===== config.mk =====
export PLATFORM = sky130hd
export DESIGN_NAME = dsh_ram
export DESIGN_NICKNAME = d
export VERILOG_FILES = /design/src/design/dsh_ram.sv
export SDC_FILE = /design/constraint.sdc
export NUM_CORES = 2
export LEC_CHECK = 0
export BUFFER_PORTS_ARGS = -buffer_cell sky130_fd_sc_hd__buf_2
export CELL_PAD_IN_SITES_DETAIL_PLACEMENT = 2
export CELL_PAD_IN_SITES_GLOBAL_PLACEMENT = 2
export CORE_UTILIZATION = 51
export CTS_CLUSTER_DIAMETER = 40
export DETAILED_ROUTE_END_ITERATION = 8
export PLACE_DENSITY = 0.87
export REMOVE_ABC_BUFFERS = 1
export SKIP_CTS_REPAIR_TIMING = 1
export SYNTH_ARGS = -nofsm -noshare
export SYNTH_HDL_FRONTEND = slang
export SYNTH_SLANG_ARGS = --single-unit

===== constraint.sdc =====
create_clock -name clk -period 2.4 [get_ports clk]
set_clock_uncertainty 0.1 [all_clocks]
set_input_delay 0.12 -clock clk [delete_from_list [all_inputs] [get_ports clk]]
set_output_delay 0.12 -clock clk [all_outputs]
set_load 0.05 [all_outputs]

===== src/design/dsh_ram.sv =====
// Generic single-write, single-read synchronous RAM with a registered read.
module dsh_ram #(
    parameter int WIDTH = 8,
    parameter int DEPTH = 256
) (
    input  logic                     clk,
    input  logic                     we,
    input  logic [$clog2(DEPTH)-1:0] waddr,
    input  logic [WIDTH-1:0]         wdata,
    input  logic [$clog2(DEPTH)-1:0] raddr,
    output logic [WIDTH-1:0]         rdata
);

    logic [WIDTH-1:0] mem [DEPTH];

    always_ff @(posedge clk)
    begin
        if (we)
        begin
            mem[waddr] <= wdata;
        end
        rdata <= mem[raddr];
    end

endmodule


==> impl_metrics.py, run 1 <==
metrics = {
    "die": {
        "die_w_um": 397.0,
        "start_util": 0.5152,
        "num_rows": 144,
        "die_h_um": 397.0,
        "ios": 34,
    },
    "yosys": {
        "yosys-top-cells-area": "edfxtp_1 77%, mux4_2 13%, mux2i_1 1.7%, nor2_1 1.3%, a22oi_1 1.3%",
        "syn_area_mm2": 0.07956,
        "synth_edf_count": 2048,
        "ys_types": 55,
        "async_reset_ff_frac": 0,
        "synth_top_family_by_area": "multiplexers",
        "synthCells": 3733,
        "synth-adder-area-share": 0,
        "yosysTopAreaCell": "edfxtp_1",
        "yosys_warnings": 0,
        "syn_avg_cell_area_um2": 21.31,
        "ys_ff_latch": 2056,
        "synthSimpleGateAreaFrac": 0.02628,
        "synth_xor_area_frac": 0,
        "synth_compound_area_frac": 0.03419,
        "yosysSeqAreaShare": 0.7750,
        "yosysTopAreaCellShare": 0.7730,
        "synth_ff_type": "edfxtp_1",
        "synth_mux_area_frac": 0.1462,
    },
    "place": {
        "port_buffers": 33,
        "dp_hpwl_um": 225500,
        "gp_congestion": 0.8642,
    },
    "status": {
        "stop_stage": "detailed placement",
        "status": "stopped before the end",
        "stop_error": "[ERROR DPL-0033] detailed placement checks failed during check placement.",
    },
}
==> synth_stat cells, types with 10 or more instances <==
cell      count
nand2_1      33
a22oi_1     133
o221ai_1     46
nand3_1      34
o22ai_1      28
edfxtp_1   2048
buf_6        21
a21oi_1      96
mux4_2      454
o211ai_1     10
nand4_1      10
a211oi_1     16
nor4_1       24
buf_4        27
nor2_1      282
buf_8        13
buf_1        22
nor2b_1      31
clkbuf_1    111
a221oi_1     13
nor3_1       22
buf_2        31
mux2i_1     134
o21ai_0      10
==> metrics by stage <==
stage                   area (µm²)  cells  TNS [ps]  worst slack [ps]
after floorplan              78110   3500     -1496            -227.8
after global placement       87200   6267     -5183             -1208
==> cells by family after synthesis <==
family	Yosys count
DFF	2056
muxes	591
and+or+nand+nor	466
AOI/OAI and AO/OA	385
buffers and inverters	235
==> run 2, diff against run 1 <==
Settings changed: CELL_PAD_IN_SITES_DETAIL_PLACEMENT 2 to not set, CELL_PAD_IN_SITES_GLOBAL_PLACEMENT 2 to not set, CORE_UTILIZATION 51 to 40, CTS_CLUSTER_DIAMETER 40 to not set, PLACE_DENSITY 0.87 to not set, PLACE_DENSITY_LB_ADDON set to 0.15.
==> run 2 against run 1 <==
Against the previous run:
- the flow now finishes without violations
- synthesized cell count unchanged
- area after synthesis stayed put
==> impl_metrics.py, run 2 <==
metrics = {
    "status": {
        "status": "finished, final reports clean",
    },
    "setup_path": {
        "critPathMostFrequentCell": "mux4_2",
        "crit_family": "multiplexers",
        "worstPathRequired_ps": 3020,
        "critPathKind": "reg -> reg",
        "cpPeakStageDelay_ps": 540,
        "cp.arrival_ps": 3020,
        "cp_slowest_cell": "mux4_2",
        "critPathLaunchType": "flop",
        "critPathMaxFanout": 1,
        "endpoint_kind": "flop",
        "worst-path-buf-inv": 0,
        "crit_chain": "mux4_2 -> mux4_2 -> nor2_4 -> a2111oi_4 -> nor3_4 -> nor4_2",
    },
    "die": {
        "ios": 34,
        "dieArea_mm2": 0.2007,
        "die_h_um": 448.0,
        "core_area_mm2": 0.1974,
        "num_rows": 163,
        "die_w_um": 448.0,
        "start_util": 0.4030,
    },
    "final_layout": {
        "syn_to_final_growth_pct": 19.63,
        "largest_register": "mem",
        "fillCellCount": 16340,
        "nNetsFinal": 4491,
        "reg_top3": "mem (2048), rdata (8)",
        "mostFrequentLayoutCells": "2048 x edfxtp_1, 616 x buf_4, 455 x mux4_2",
        "drive_above_1_share": 0.3285,
        "final_common_cell": "edfxtp_1",
        "largest_reg_flops": 2048,
    },
    "detailed_routing": {
        "post_drt_wl_per_cell_um": 29.68,
        "drc": 0,
        "dr.first_iter.drc_count": 4111,
        "wl_um": 216200,
        "vias": 40410,
        "postRouteAntennaNets": 0,
        "drt_first_pass_iters": 8,
        "vias_per_cell": 5.546,
    },
    "yosys": {
        "ys_types": 55,
        "synth_edf_count": 2048,
        "async_reset_ff_frac": 0,
        "yosysTopAreaCell": "edfxtp_1",
        "yosysSeqAreaShare": 0.7750,
        "syn_avg_cell_area_um2": 21.31,
        "netlist_top_cells_count": "2048 x edfxtp_1, 454 x mux4_2, 282 x nor2_1",
        "yosysTopAreaCellShare": 0.7730,
        "yosys-top-cells-area": "edfxtp_1 77%, mux4_2 13%, mux2i_1 1.7%, nor2_1 1.3%, a22oi_1 1.3%",
        "synth_most_common_cell": "edfxtp_1",
        "synthCells": 3733,
        "synth_ff_type": "edfxtp_1",
        "ys_ff_latch": 2056,
        "yosys_warnings": 0,
        "syn_area_mm2": 0.07956,
    },
    "place": {
        "place_ws_ps": -1108,
        "gp_congestion": 0.8259,
        "dp_hpwl_um": 140600,
        "port_buffers": 33,
    },
    "job": {
        "maxCapViolations": 0,
    },
    "grt": {
        "grt_max_degree": 101,
        "grt_pass1_wl_um": 308500,
        "grt_use_total": 0.2171,
        "grt-ovfl-total": 0,
        "first_global_vias": 41120,
        "antenna_found_initial": 11,
    },
    "cts": {
        "tritoncts": "yes",
        "root_buffer": "clkbuf_16",
        "clk_latency_ps": 860,
        "numCtsBuffers": 215,
        "clock-sinks": 2056,
        "clock_path_buffers": 3,
        "htreeDepth": 4,
        "clk_pin_slew_ps": 60,
    },
    "hold_path": {
        "hold_class": "in -> reg",
    },
    "sta": {
        "finalSetupViolations": 0,
        "relSlewSlack": 0.2494,
        "fin_ws_ps": 3.322,
        "final_max_slew_viol_count": 0,
        "fmax_mhz": 417.2,
        "grt_setup_unrepaired": "yes",
        "min_period_over_period": 0.9986,
        "period_minus_slack_ps": 2397,
        "worst_slew_pin_slew_ps": 1122,
        "finalHoldViolCount": 0,
    },
    "pwr": {
        "p_leak_nw": 30.72,
        "pwr-share-seq": 0.523,
        "vdd.ir_drop.worst_mv": 0.7098,
        "combPwrFrac": 0.058,
        "clockPowerShare": 0.419,
        "power.share.switching": 0.2177,
        "p_total_mw": 75.80,
        "p_int_mw": 59.30,
        "switching_power_mw": 16.50,
        "power.density_mw_per_mm2": 796.5,
    },
}
-- run 2: cell counts after synthesis --
No cell type changed its count.
-- run 2: metal layers --
| layer | vias up | global-route usage | wire, µm |
|---|---|---|---|
| met1 | 21730 | 0.3086 | 93760 |
| li1 | 17190 | - | - |
| met3 | 259 | 0.03140 | 12180 |
| met4 | 0 | 0.05905 | 5018 |
| met5 | - | 0 | 0 |
| met2 | 1235 | 0.3508 | 105300 |
-- run 2: path summary, 6_finish.rpt --
check / start / end / slack [ps] / depth (start not counted)
setup / recovery: mem[140][4]$_DFFE_PP_ / rdata[4]$_DFF_P_ / 3 / 6
hold / removal: waddr[5] / mem[53][3]$_DFFE_PP_ / 20 / 4
setup reg to reg: mem[140][4]$_DFFE_PP_ / rdata[4]$_DFF_P_ / 3 / 6
hold reg to reg: mem[32][5]$_DFFE_PP_ / rdata[5]$_DFF_P_ / 910 / 7
-- run 2: through the flow --
stage               hold WS [ps]  utilization  instance area (µm²)  TNS, ps  instances
floorplan                  118.9            -                78110    -1496       3500
global placement           362.5       0.4460                88040    -9250       6870
detailed placement         370.3       0.4460                88040   -10420       6870
CTS                       -555.1       0.4798                94720    -2546       7267
global route               9.311       0.4821                95170   -68.95       7286
finish                     18.92       0.4821                95170        0       7286
-- run 2: worst min-delay path, stage by stage --
cell and delay, ps:
buf_2 180, nand3_1 180, buf_12 180, nor2_1 100
-- run 2: area by class of cell --
cell class                 count  area, µm²  share of cell area
timing repair buffer         748       6721             0.07063
antenna                        1      2.502          0.00002629
sequential                  2056      61660              0.6479
multi-input combinational   1442      16800              0.1765
inverter                       2      7.507          0.00007888
clock buffer                 279       5663             0.05950
tap                         2640       3303             0.03471
clock inverter               118       1016             0.01068
-- run 2: logic make-up (layout without fill, tap and decap cells) --
kind of cell | after synthesis | in the layout | synth area share
AND/OR/NAND/NOR | 466 | 466 | 0.02628
flip-flops | 2056 | 2056 | 0.7750
multiplexers | 591 | 591 | 0.1462
other | 0 | 1 | 0
buffers and inverters | 235 | 1147 | 0.01831
AO/OA/AOI/OAI | 385 | 385 | 0.03419
-- run 2: power groups by stage --
stage,Sequential (mW),Clock (mW),Combinational (mW)
finish,39.7,31.7,4.38
detailed placement,40.4,0,4.35
CTS,39.7,32.4,4.36
global placement,40.4,0,4.33
global route,39.7,33.7,4.63
floorplan,40.5,0,1.39
Note: power is estimated with default switching activity, not from simulation.
